`src/hw/rtl/tsu_pkg.sv`:
```
// Shared types and constants of the triplet STDP synapse update block.
package tsu_pkg;

	localparam int DEF_NUM_SYNAPSES = 1024;
	localparam int DEF_TRACE_BITS   = 20;

	localparam int SYN_W    = 10;
	localparam int WEIGHT_W = 17;
	localparam int FACTOR_W = 16;
	localparam int CFG_NUM  = 8;
	localparam int PADDR_W  = 5;
	localparam int PDATA_W  = 32;

	localparam logic [WEIGHT_W-1:0] W_ONE = 17'h10000;

	localparam logic [FACTOR_W-1:0] CFG_RESET [CFG_NUM] = '{
		16'd61750, 16'd64891, 16'd63620, 16'd65014,
		16'd328, 16'd406, 16'd459, 16'd15
	};

	typedef enum logic [1:0] {
		REQ_TICK = 2'd0,
		REQ_PRE  = 2'd1,
		REQ_POST = 2'd2,
		REQ_LOAD = 2'd3
	} req_t;

	typedef enum logic [2:0] {
		CFG_DECAY_FAST_PRE  = 3'd0,
		CFG_DECAY_SLOW_PRE  = 3'd1,
		CFG_DECAY_FAST_POST = 3'd2,
		CFG_DECAY_SLOW_POST = 3'd3,
		CFG_PAIR_POT        = 3'd4,
		CFG_TRIPLET_POT     = 3'd5,
		CFG_PAIR_DEP        = 3'd6,
		CFG_TRIPLET_DEP     = 3'd7
	} cfg_idx_t;

	typedef struct packed {
		logic [FACTOR_W-1:0] decay_fast_pre;
		logic [FACTOR_W-1:0] decay_slow_pre;
		logic [FACTOR_W-1:0] decay_fast_post;
		logic [FACTOR_W-1:0] decay_slow_post;
		logic [FACTOR_W-1:0] pair_potentiation;
		logic [FACTOR_W-1:0] triplet_potentiation;
		logic [FACTOR_W-1:0] pair_depression;
		logic [FACTOR_W-1:0] triplet_depression;
	} cfg_t;

	typedef enum logic [2:0] {
		ST_CLEAR,
		ST_IDLE,
		ST_SPK_RD,
		ST_SPK_MUL1,
		ST_SPK_MUL2,
		ST_TICK_RD,
		ST_TICK_WR,
		ST_FIN
	} state_t;

	typedef enum logic [1:0] {
		WR_NONE,
		WR_CLEAR,
		WR_DECAY
	} wr_kind_t;

	typedef struct packed {
		logic     latch;
		logic     cnt_clr;
		logic     cnt_inc;
		logic     rd_en;
		logic     rd_sel_cnt;
		wr_kind_t wr_kind;
		logic     mul1_en;
		logic     mul2_en;
		logic     fin;
	} cmd_t;

	typedef struct packed {
		logic cnt_last;
		logic out_free;
	} status_t;

endpackage

```
`src/hw/rtl/tsu_cfg_regs.sv`:
```
// APB configuration register file holding decay factors and amplitudes.
module tsu_cfg_regs
	import tsu_pkg::*;
(
	input  logic               clk,
	input  logic               arst_n,
	input  logic               psel,
	input  logic               penable,
	input  logic               pwrite,
	input  logic [PADDR_W-1:0] paddr,
	input  logic [PDATA_W-1:0] pwdata,
	output logic [PDATA_W-1:0] prdata,
	output logic               pready,
	output cfg_t               cfg
);

	logic [FACTOR_W-1:0] regs_q [CFG_NUM];
	logic [2:0]          idx;

	assign idx    = paddr[4:2];
	assign pready = 1'b1;
	assign prdata = {{(PDATA_W-FACTOR_W){1'b0}}, regs_q[idx]};

	always_ff @(posedge clk or negedge arst_n) begin
		if (!arst_n) begin
			for (int i = 0; i < CFG_NUM; i++) regs_q[i] <= CFG_RESET[i];
		end else if (psel && penable && pwrite) begin
			regs_q[idx] <= pwdata[FACTOR_W-1:0];
		end
	end

	assign cfg.decay_fast_pre       = regs_q[CFG_DECAY_FAST_PRE];
	assign cfg.decay_slow_pre       = regs_q[CFG_DECAY_SLOW_PRE];
	assign cfg.decay_fast_post      = regs_q[CFG_DECAY_FAST_POST];
	assign cfg.decay_slow_post      = regs_q[CFG_DECAY_SLOW_POST];
	assign cfg.pair_potentiation    = regs_q[CFG_PAIR_POT];
	assign cfg.triplet_potentiation = regs_q[CFG_TRIPLET_POT];
	assign cfg.pair_depression      = regs_q[CFG_PAIR_DEP];
	assign cfg.triplet_depression   = regs_q[CFG_TRIPLET_DEP];

endmodule

```
`config.mk`:
```
export PLATFORM = sky130hd
export DESIGN_NAME = tsu_cfg_regs
export DESIGN_NICKNAME = d
export VERILOG_FILES = /design/src/hw/rtl/tsu_pkg.sv /design/src/hw/rtl/tsu_cfg_regs.sv
export SDC_FILE = /design/constraint.sdc
export NUM_CORES = 1
export LEC_CHECK = 0
export BUFFER_PORTS_ARGS = -buffer_cell sky130_fd_sc_hd__buf_2
export CELL_PAD_IN_SITES_DETAIL_PLACEMENT = 0
export CELL_PAD_IN_SITES_GLOBAL_PLACEMENT = 1
export CORE_ASPECT_RATIO = 1.25
export CORE_MARGIN = 3
export CORE_UTILIZATION = 41
export CTS_CLUSTER_DIAMETER = 200
export DETAILED_ROUTE_END_ITERATION = 8
export PLACE_DENSITY = 0.84
export SYNTH_ARGS = -nofsm -noshare
export SYNTH_HDL_FRONTEND = slang
export SYNTH_SLANG_ARGS = --single-unit
```
`constraint.sdc`:
```
create_clock -name clk -period 3.21 [get_ports clk]
set_clock_uncertainty 0.15 [all_clocks]
set_input_delay 0.642 -clock clk [delete_from_list [all_inputs] [get_ports clk]]
set_output_delay 0.642 -clock clk [all_outputs]
set_load 0.02 [all_outputs]
```
== Word-level counts from Yosys, hierarchy flattened ==
Index checks and enable logic that the tools add are counted.

* Word-level logic and storage cells: 20
* Input bits: 42
* Output and inout bits: 161
* Register bits after elaboration: 128

* Reduce and logical (&&, ||, !) cells: 3
* $lt $le $gt $ge: 2
* Bitwise logic cells: 1
* Mux-type cells: 6

{| class="wikitable"
|+ Operators with widths
! kind !! number
|-
| $bwmux 128 || 1
|-
| $bmux 16 s3 || 1
|-
| $demux 16 s3 || 1
|-
| $mux 16 || 3
|-
| $ge 4x4->1 const B || 1
|-
| $lt 4x1->1 const B || 1
|-
| $not 3->4 || 1
|-
| $logic_and 1x1->1 || 3
|}

== Depth between registers and ports, before layout ==
* Word-level depth: 6
* Depth in mapped cells: 6
* Depth with buffers taken out: 3

== Worst setup path after synthesis ==
OpenSTA, ideal clock, no wires.

* Kind: input-to-output
* Start: input port paddr[2]
* End: output port prdata[10]
* Stages: 4
* Data required time: 2.418 ns
* Path slack: 0.382 ns
* Arrival: 2.036 ns
* Cells stage by stage: buf_2 -> clkbuf_1 -> mux4_2 -> mux2_2

* Longest elaborated chain between the ends: 4

{| class="wikitable"
|+ Ends and longest elaborated chain
! element !! RTL line !! text
|-
| start, declared || tsu_cfg_regs.sv:10 || <nowiki>input logic [PADDR_W-1:0] paddr,</nowiki>
|-
| $not 3->4 (implied by the code) || tsu_cfg_regs.sv:22 || <nowiki>assign prdata = {{(PDATA_W-FACTOR_W){1'b0}}, regs_q[idx]};</nowiki>
|-
| $bmux 16 s3 || tsu_cfg_regs.sv:22 ||
|-
| $mux 16 (implied by the code) (2 in series) || tsu_cfg_regs.sv:22 ||
|-
| end, declared || tsu_cfg_regs.sv:12 || <nowiki>output logic [PDATA_W-1:0] prdata,</nowiki>
|}

No other way between the ends. The select of a mux whose other input is x is not followed.

== Final worst setup path ==
* Start: input port paddr[2]
* End: output port prdata[9]

Same word-level chain as after synthesis.

==> impl_metrics.env <==
export IMPL_grt_overflow=0
export IMPL_ys_seq_area_frac=0.539
export IMPL_ys_types=31
export IMPL_worstPathMaxFanout=31
export IMPL_synthFlopType="dfrtp_1"
export IMPL_synth_area_sq_um=6080
export IMPL_drt_iter0_drc=228
export IMPL_drc=0
export IMPL_cts_inserted_buffers=17
export IMPL_fin_nets=589
export IMPL_cts_root_buffer="clkbuf_16"
export IMPL_async_flop_share=1.00
export IMPL_cpPeakStageDelay_ps=550
export IMPL_end_kind="output port"
export IMPL_drive_gt1_frac=0.818
export IMPL_ant_nets=0
export IMPL_peakVddDrop_v=0.000411
export IMPL_crit_top_cell="buf_2"
export IMPL_outcome="complete, no violations"
export IMPL_finalCritPeriodShare=0.874
export IMPL_crit_type="in2out"
export IMPL_io_pins=203
export IMPL_clkLatencyLatePin_ps=410
export IMPL_core_area_sq_um=14500
export IMPL_power_leakage_nw=3.66
export IMPL_first_global_vias=4161
export IMPL_start_util=0.420
export IMPL_path_cells="buf_2, buf_12, mux4_2, mux2_2, buf_2"
export IMPL_ctsHoldBuffers=0
export IMPL_synth_area_per_cell_sq_um=16.7
export IMPL_post_dp_cell_area_sq_um=7100
export IMPL_tightest_slew_ps=813
export IMPL_period_minus_slack_ps=2810
export IMPL_yosysMostFrequentCell="mux2_2"
export IMPL_dp_cells=706
export IMPL_maxCapViolCount=0
export IMPL_grt_max_degree=64
export IMPL_r2r_slack_ps=2260
export IMPL_cts_path_max_buffers=2
export IMPL_dp_hpwl_mm=10.7
export IMPL_synthCells=365
export IMPL_area_growth_syn_to_layout_pct=26.4
export IMPL_power_per_cell_area_nw_per_um2=741
export IMPL_design_area_sq_um=7690
export IMPL_crit_start="paddr[2]"
export IMPL_largest_reg_flops=128
export IMPL_cp_slowest_cell="mux4_2"
export IMPL_die_w_um=115
export IMPL_slew_headroom=0.458
export IMPL_final_util=0.531
export IMPL_routed_via_count=3894
export IMPL_ys_top_cells_by_count="mux2_2, dfrtp_1, dfstp_2"
export IMPL_clkTransAtPathRegs_ps=50
export IMPL_cts_resized=0
export IMPL_gr_usage_all_layers=0.197
export IMPL_hold_viol=0
export IMPL_rsz0062_at_grt="no"
export IMPL_fmax_mhz=356
export IMPL_tritoncts="built"
export IMPL_r2r_cells=1
export IMPL_die_h_um=142
export IMPL_rr_endpoint="cfg[50]"
export IMPL_hold_class="in2async"
export IMPL_yosys_warnings=0
export IMPL_yosys_area_top_type_share=0.280
export IMPL_synth_edf_count=0
export IMPL_htree_levels=4
export IMPL_hold_ws_ps=182
export IMPL_setup_tns_ps=0
export IMPL_via_per_inst=5.26
export IMPL_r2r_start="cfg[50]"
export IMPL_yosysTopAreaCell="dfrtp_1"
export IMPL_fin_cells=740
export IMPL_place_port_buffers=167
export IMPL_worstSetupEndpoint="prdata[9]"
export IMPL_setup_viol_count_final=0
export IMPL_crit_required_ps=2420
export IMPL_gp_congestion=0.746
export IMPL_cts_sinks=128
export IMPL_grt_pass1_wl_mm=24.3
export IMPL_drtPass1Iterations=5
export IMPL_maxSlewViolCount=0
export IMPL_antenna_found_initial=2
export IMPL_cp_arrival_ps=2010
export IMPL_dieArea_sq_um=16300
export IMPL_wl_per_cell_um=21.1
export IMPL_finalWirelength_mm=15.6
export IMPL_postCtsSetupRepairBufs=0
export IMPL_yosys_register_bits=128
export IMPL_synthTopCellsByArea="dfrtp_1, dfstp_2, mux2_2"
export IMPL_placementRows=49
export IMPL_start_kind="input pin"
-- worst min path at each step --
stage	from	end	depth (start not counted)
5_1_grt	arst_n	cfg[31]	1
3_3_place_gp	cfg[57]	cfg[57]	1
6_report	arst_n	cfg[31]	1
4_1_cts	arst_n	cfg[98]	1
2_1_floorplan	arst_n	cfg[103]	0
3_5_place_dp	cfg[85]	cfg[85]	1
-- final cells by class --
type                            count  area [sq um]
Inverter                            1          3.75
Sequential cell                   128          3280
Antenna cell                        2          5.00
Fill cell                        1227          6780
Timing Repair Buffer              185           998
Multi-Input combinational cell    214          2600
Clock buffer                       21           482
Clock inverter                     11           104
Tap cell                          178           223
-- per-layer routing --
metal  track usage  routed length, um  vias up
met5             0                  7        -
met4        0.0464                107        2
met3        0.0766               1220       10
met2         0.311               7590      136
met1         0.258               6670     2049
li1              -                  -     1697
-- power by group --
part	switching (mW)	total (mW)	internal [mW]
combinational	0.865	1.55	0.687
clock	0.702	1.86	1.15
sequential	0.246	2.29	2.04
-- cells by family (layout without fill, tap and decap cells) --
| kind of cell | after synthesis | count (layout) | share of synthesized area |
|---|---|---|---|
| buffers and inverters | 38 | 218 | 0.0457 |
| multiplexers | 175 | 175 | 0.385 |
| AND/OR/NAND/NOR | 18 | 18 | 0.0239 |
| other | 2 | 19 | 0.00123 |
| flip-flops | 128 | 128 | 0.539 |
| AO/OA/AOI/OAI | 4 | 4 | 0.00514 |
-- through the flow --
stage / total power [mW] / worst slack (ps)
after floorplan: 3.30 / 382
after global placement: 3.83 / 393
after detailed placement: 3.88 / 385
after CTS: 5.77 / 380
after global routing: 5.97 / 332
final: 5.70 / 404
-- layout by cell type, fill, tap and decap left out, drive strengths merged, types with 2 or more instances in the layout --
cell	synthesis	layout
nor3	2	2
nand2b	2	2
mux2i	2	2
mux4	30	30
diode	0	2
conb	2	17
inv	1	3
buf	36	185
nor2	5	5
clkbuf	1	21
mux2	143	143
clkinv	0	5
dfstp	60	60
clkinvlp	0	3
nand2	2	2
dfrtp	68	68
-- critical path: cells and delay by family --
family | cells | cell delay, ps
mux | 2 | 830
buf+inv | 3 | 530
Note: power is estimated with default switching activity, not from simulation.
