<file path="config.mk">
export PLATFORM = sky130hd
export DESIGN_NAME = tsu_ctrl
export DESIGN_NICKNAME = d
export VERILOG_FILES = /design/src/hw/rtl/tsu_pkg.sv /design/src/hw/rtl/tsu_ctrl.sv
export SDC_FILE = /design/constraint.sdc
export NUM_CORES = 1
export LEC_CHECK = 0
export ABC_AREA = 1
export ABC_CLOCK_PERIOD_IN_PS = 2700
export BUFFER_PORTS_ARGS = -buffer_cell sky130_fd_sc_hd__buf_4
export CAP_MARGIN = 20
export CORE_AREA = 2 2 39 41
export CTS_CLUSTER_SIZE = 8
export DETAILED_ROUTE_END_ITERATION = 6
export DIE_AREA = 0 0 41 43
export PLACE_DENSITY = 0.52
export SLEW_MARGIN = 40
export SYNTH_ARGS = -nofsm -noshare
export SYNTH_HDL_FRONTEND = slang
export SYNTH_SLANG_ARGS = --single-unit
</file>
<file path="constraint.sdc">
create_clock -name clk -period 2.7 [get_ports clk]
set_input_delay 0.54 -clock clk [delete_from_list [all_inputs] [get_ports clk]]
set_output_delay 0.54 -clock clk [all_outputs]
set_load 0.05 [all_outputs]
</file>
<file path="src/hw/rtl/tsu_pkg.sv">
// Shared types and constants of the triplet STDP synapse update block.
package tsu_pkg;

	localparam int DEF_NUM_SYNAPSES = 1024;
	localparam int DEF_TRACE_BITS   = 20;

	localparam int SYN_W    = 10;
	localparam int WEIGHT_W = 17;
	localparam int FACTOR_W = 16;
	localparam int CFG_NUM  = 8;
	localparam int PADDR_W  = 5;
	localparam int PDATA_W  = 32;

	localparam logic [WEIGHT_W-1:0] W_ONE = 17'h10000;

	localparam logic [FACTOR_W-1:0] CFG_RESET [CFG_NUM] = '{
		16'd61750, 16'd64891, 16'd63620, 16'd65014,
		16'd328, 16'd406, 16'd459, 16'd15
	};

	typedef enum logic [1:0] {
		REQ_TICK = 2'd0,
		REQ_PRE  = 2'd1,
		REQ_POST = 2'd2,
		REQ_LOAD = 2'd3
	} req_t;

	typedef enum logic [2:0] {
		CFG_DECAY_FAST_PRE  = 3'd0,
		CFG_DECAY_SLOW_PRE  = 3'd1,
		CFG_DECAY_FAST_POST = 3'd2,
		CFG_DECAY_SLOW_POST = 3'd3,
		CFG_PAIR_POT        = 3'd4,
		CFG_TRIPLET_POT     = 3'd5,
		CFG_PAIR_DEP        = 3'd6,
		CFG_TRIPLET_DEP     = 3'd7
	} cfg_idx_t;

	typedef struct packed {
		logic [FACTOR_W-1:0] decay_fast_pre;
		logic [FACTOR_W-1:0] decay_slow_pre;
		logic [FACTOR_W-1:0] decay_fast_post;
		logic [FACTOR_W-1:0] decay_slow_post;
		logic [FACTOR_W-1:0] pair_potentiation;
		logic [FACTOR_W-1:0] triplet_potentiation;
		logic [FACTOR_W-1:0] pair_depression;
		logic [FACTOR_W-1:0] triplet_depression;
	} cfg_t;

	typedef enum logic [2:0] {
		ST_CLEAR,
		ST_IDLE,
		ST_SPK_RD,
		ST_SPK_MUL1,
		ST_SPK_MUL2,
		ST_TICK_RD,
		ST_TICK_WR,
		ST_FIN
	} state_t;

	typedef enum logic [1:0] {
		WR_NONE,
		WR_CLEAR,
		WR_DECAY
	} wr_kind_t;

	typedef struct packed {
		logic     latch;
		logic     cnt_clr;
		logic     cnt_inc;
		logic     rd_en;
		logic     rd_sel_cnt;
		wr_kind_t wr_kind;
		logic     mul1_en;
		logic     mul2_en;
		logic     fin;
	} cmd_t;

	typedef struct packed {
		logic cnt_last;
		logic out_free;
	} status_t;

endpackage

</file>
<file path="src/hw/rtl/tsu_ctrl.sv">
// Controller state machine sequencing clear, tick walks and spike updates.
module tsu_ctrl
	import tsu_pkg::*;
(
	input  logic    clk,
	input  logic    arst_n,
	input  logic    in_valid,
	input  logic    in_is_tick,
	output logic    in_ready,
	input  status_t status,
	output cmd_t    cmd
);

	state_t state_q, state_nxt;

	always_ff @(posedge clk or negedge arst_n) begin
		if (!arst_n) begin
			state_q <= ST_CLEAR;
		end else begin
			state_q <= state_nxt;
		end
	end

	always_comb begin
		state_nxt = state_q;
		case (state_q)
			ST_CLEAR: begin
				if (status.cnt_last) state_nxt = ST_IDLE;
			end
			ST_IDLE: begin
				if (in_valid) state_nxt = in_is_tick ? ST_TICK_RD : ST_SPK_RD;
			end
			ST_SPK_RD:   state_nxt = ST_SPK_MUL1;
			ST_SPK_MUL1: state_nxt = ST_SPK_MUL2;
			ST_SPK_MUL2: state_nxt = ST_FIN;
			ST_TICK_RD:  state_nxt = ST_TICK_WR;
			ST_TICK_WR:  state_nxt = status.cnt_last ? ST_FIN : ST_TICK_RD;
			ST_FIN: begin
				if (status.out_free) state_nxt = ST_IDLE;
			end
			default: state_nxt = ST_CLEAR;
		endcase
	end

	always_comb begin
		cmd      = '0;
		in_ready = 1'b0;
		case (state_q)
			ST_CLEAR: begin
				cmd.wr_kind = WR_CLEAR;
				cmd.cnt_inc = 1'b1;
				cmd.cnt_clr = status.cnt_last;
			end
			ST_IDLE: begin
				in_ready    = 1'b1;
				cmd.latch   = in_valid;
				cmd.cnt_clr = in_valid;
			end
			ST_SPK_RD:   cmd.rd_en = 1'b1;
			ST_SPK_MUL1: cmd.mul1_en = 1'b1;
			ST_SPK_MUL2: cmd.mul2_en = 1'b1;
			ST_TICK_RD: begin
				cmd.rd_en      = 1'b1;
				cmd.rd_sel_cnt = 1'b1;
			end
			ST_TICK_WR: begin
				cmd.wr_kind = WR_DECAY;
				cmd.cnt_inc = !status.cnt_last;
			end
			ST_FIN:  cmd.fin = status.out_free;
			default: cmd = '0;
		endcase
	end

`ifndef SYNTHESIS
	a_fin_free: assert property (@(posedge clk) disable iff (!arst_n)
		cmd.fin |-> status.out_free) else $error("result loaded into busy slot");
	a_tick_start: assert property (@(posedge clk) disable iff (!arst_n)
		(state_q == ST_IDLE && in_valid && in_is_tick) |=> state_q == ST_TICK_RD)
		else $error("tick transfer did not start a walk");
	a_walk_end: assert property (@(posedge clk) disable iff (!arst_n)
		(state_q == ST_TICK_WR && status.cnt_last) |=> state_q == ST_FIN)
		else $error("tick walk did not end at the last synapse");
`endif

endmodule

</file>
* Yosys cells after proc, flatten, opt, wreduce, memory -nomap -nowiden
Index checks and enable logic that the tools add are counted.
Storage, ports and cells: word-level logic and storage cells 31, register bits 3
Operators by class: muxes and demuxes 16, equal/unequal tests 10, reductions and logical operators 4
Operator list (count):
- 3-bit case mux with 8 select lines | 1
- 3-bit == test (second input constant) | 4
- 3-bit two-way mux | 4
- 1-bit two-way mux | 7
- 3-bit by 2-bit == test with 1-bit output (second input constant) | 2
- 2-bit inequality test (second input constant) | 3
- 1-bit case mux with 2 select lines | 2
- 2-bit case mux with 2 select lines | 1
- 3-bit by 1-bit == test with 1-bit output (second input constant) | 1
- 3-bit logical NOT | 1
- 3-bit AND reduction | 1
- 2-bit two-way mux | 1
- 2-bit OR reduction | 1
- 1-bit logical NOT | 1

* Longest topological paths before layout
depth after elaboration 3, mapped depth 8, depth with buffers taken out 7

* Worst setup path before layout
Ideal clock, no wire load.
path type flip-flop to output port, start point register state_q[0], end point output cmd[7] (netlist name), path buffers 1, cell stages (with the launch flop) 5, slack 0.402 ns, data arrival time 1.758 ns, required time 2.160 ns, cell sequence dfrtp_1 buf_4 inv_2 nand3_1 o21ai_0
RTL lines:
- start, declared | line tsu_ctrl.sv:14 | state_t state_q, state_nxt;
- start signal, assigned | line tsu_ctrl.sv:20 | state_q <= state_nxt;
- end, declared | line tsu_ctrl.sv:11 | output cmd_t cmd

==> summary.log <==
qor: place.dp.final_hpwl 591 µm
qor: synth.synth_nets 58
qor: cells_and_area.largest_registers state_q (3)
qor: clocking.clock_root_cell sky130_fd_sc_hd__clkbuf_4
qor: synth.synth_sequential_area_ratio 23.3%
qor: worst_setup_path.count_of_buffering_cells_on_the_critical_path_with_inverters_included 1
qor: routing.detail_route.first_pass.iterations 2
qor: timing.setup_viol 0
qor: cells_and_area.fin_util 34.3%
qor: run_status.status completed
qor: global_routing.globalRouteTotalUtil 9.96%
qor: clocking.cts_inserted_buffers 3
qor: synth.synth_compound_area_share 6.59%
qor: routing.detail_route.vias_per_cell 4.15
qor: clocking.worst_setup_hold_path_clk_slew 0.04 ns
qor: synth.synth_adder_area_share 0%
qor: worst_setup_path.worst_path_slowest_cell sky130_fd_sc_hd__dfrtp_1
qor: cells_and_area.max_reg_flops 3
qor: clocking.holdBufCountCts 0
qor: hold_path.min-delay-path-class in -> async
qor: synth.yosysUniqueCellTypes 18
qor: synth.yosys.area_share.simple 52.7%
qor: routing.wl 710 µm
qor: die.starting_utilization_of_the_core_area 23.3%
qor: global_routing.antenna_found_initial 0
qor: routing.drc 0
qor: die.floorplan.core_area 1380 µm²
qor: die.die-height 43 µm
qor: timing.fin_crit_sh 71.2%
qor: cells_and_area.layout-drive-gt1-share 42.9%
qor: routing.vias 357
qor: worst_setup_path.path_cells nor2_1, nand2_1, o22ai_1, buf_4
qor: global_routing.grt_max_degree 9
qor: worst_setup_path.crit_path_max_fanout 8
qor: die.fp.dieW 41 µm
qor: cells_and_area.count_of_nets_after_finishing 77
qor: worst_setup_path.timing.critical_path.from_type flop
qor: cells_and_area.syn_to_final_growth 46.9%
qor: worst_setup_path.endpoint_kind primary output
qor: worst_setup_path.critPathMaxStageDelay 0.48 ns
qor: synth.mappedNetlistArea 323 µm²
qor: global_routing.grt_first_pass_wirelength 1100 µm
qor: routing.detail_route.wl_per_cell 8.26 µm
qor: place.io_buffer_count 16
qor: timing.rsz_0062_raised_after_global_routing false
qor: worst_setup_path.critical_path.top_delay_family flip-flops
qor: routing.dr.first_iter.drc_count 4
qor: die.std_cell_rows 14
qor: global_routing.global_route.overflow_total 0
qor: cells_and_area.max_flop_register state_q
qor: place.gp_congestion 0.762
qor: synth.largest_family_of_logic_cells_by_synthesized_area simple AND/OR/NAND/NOR gates
qor: run.drv_cap 0
qor: synth.yosysWarnings 0
qor: timing.setup_total_negative_slack 0 ns
qor: routing.final_ant_viol_nets 0
qor: clocking.cts_tree yes
qor: worst_setup_path.crit_type reg -> out
qor: die.floorplan.die_area 1760 µm²
qor: synth.synth_xor_xnor_area_share 0%
qor: clocking.number_of_h_tree_levels 1
qor: timing.final.min_clock_period 1.92 ns
qor: timing.fin_skew 0.00591 ns
qor: cells_and_area.antenna-diode-count 0
qor: timing.timing_worst_slew_pin_value 0.322 ns
qor: synth.synth.area.mux_share 0%
qor: synth.netlist_instances 52
qor: timing.fin_ws 0.778 ns
qor: clocking.clk-insertion-delay-late 0.24 ns
qor: place.dpl_worst_slack 1.04 ns
qor: worst_setup_path.worst_ep_required_time 2.16 ns
qor: clocking.cts_max_path_buffers 2
qor: global_routing.grt_pass1_vias 294
qor: synth.synth.avg_cell_area 6.21 µm²
qor: die.design.portCount 17
qor: clocking.clock_sink_count 3
qor: clocking.post_cts_resized 0
qor: timing.timing.final.hold_violations 0
qor: timing.timing_max_transition_violations_final 0
qor: timing.maxSlewHeadroom 78.6%
qor: worst_setup_path.critPathArrivalTime 1.38 ns
qor: timing.max_clock_freq 520 MHz
qor: synth.synth-seq-cells 3
qor: clocking.postCtsSetupRepairBufs 0
## cell families (layout without fill, tap and decap cells)
family	count (synthesis)	count (layout)
DFF	3	3
buffers and inverters	13	31
AOI/OAI and AO/OA	4	4
and+or+nand+nor	32	32
## cells in the final DEF, fill, tap and decap left out, types with 2 or more instances in the layout
master and instances:
sky130_fd_sc_hd__buf_4 16, sky130_fd_sc_hd__clkbuf_4 3, sky130_fd_sc_hd__nand2_1 12, sky130_fd_sc_hd__dfrtp_1 3
sky130_fd_sc_hd__nand3_1 4, sky130_fd_sc_hd__nand2_2 2, sky130_fd_sc_hd__inv_2 4, sky130_fd_sc_hd__inv_1 7
sky130_fd_sc_hd__o21ai_0 2, sky130_fd_sc_hd__nor2_1 7
## metal layers
metal,vias up,share of wire [%],global-route usage [%]
met4,0,3.0,10.0
met1,142,45,12.6
met3,2,8.7,3.14
li1,198,-,-
met5,-,0,0
met2,15,43,12.2
## final timing paths
path	slack (ns)	to	start	depth (start not counted)
max	0.78	cmd[8]	state_q[0]$_DFFE_PN0P_	4
min	0.08	state_q[2]$_DFFE_PN0P_	arst_n	1
max reg2reg	1.53	state_q[1]$_DFFE_PN0P_	state_q[2]$_DFFE_PN0P_	6
min reg2reg	0.69	state_q[0]$_DFFE_PN0P_	state_q[0]$_DFFE_PN0P_	2
max in group asynchronous	2.52	state_q[1]$_DFFE_PN0P_	arst_n	1
min in group clk	0.62	state_q[0]$_DFFE_PN0P_	in_is_tick	5
## layout make-up
type | instances | area [µm²]
clock buffers | 4 | 26.3
repair buffers | 16 | 120
flip-flops and latches | 3 | 75.1
inverters | 11 | 41.3
fillers | 165 | 910
multi-input cells | 36 | 191
well taps | 16 | 20.0
## synth_stat cells, drive strengths merged
cell type,instances,area [µm²]
o21ai,2,10.0
buf,2,15.0
nand4,1,6.26
o22ai,1,6.26
nor2,9,43.8
nand3,6,47.6
dfrtp,3,75.1
nor3,2,15.0
a21oi,1,5.00
inv,11,41.3
nand2,14,57.6
## metrics by stage
step	hold slack, ns	cell area [µm²]	cells
2_1_floorplan	0.244	323	52
3_3_place_gp	0.331	448	82
3_5_place_dp	0.332	448	82
4_1_cts	0.0770	474	86
5_1_grt	0.0749	474	86
6_report	0.0814	474	86
Power is left out: the tool's default activity adds up to more than one toggle a clock period on the data nets, which glitch-free logic cannot reach.
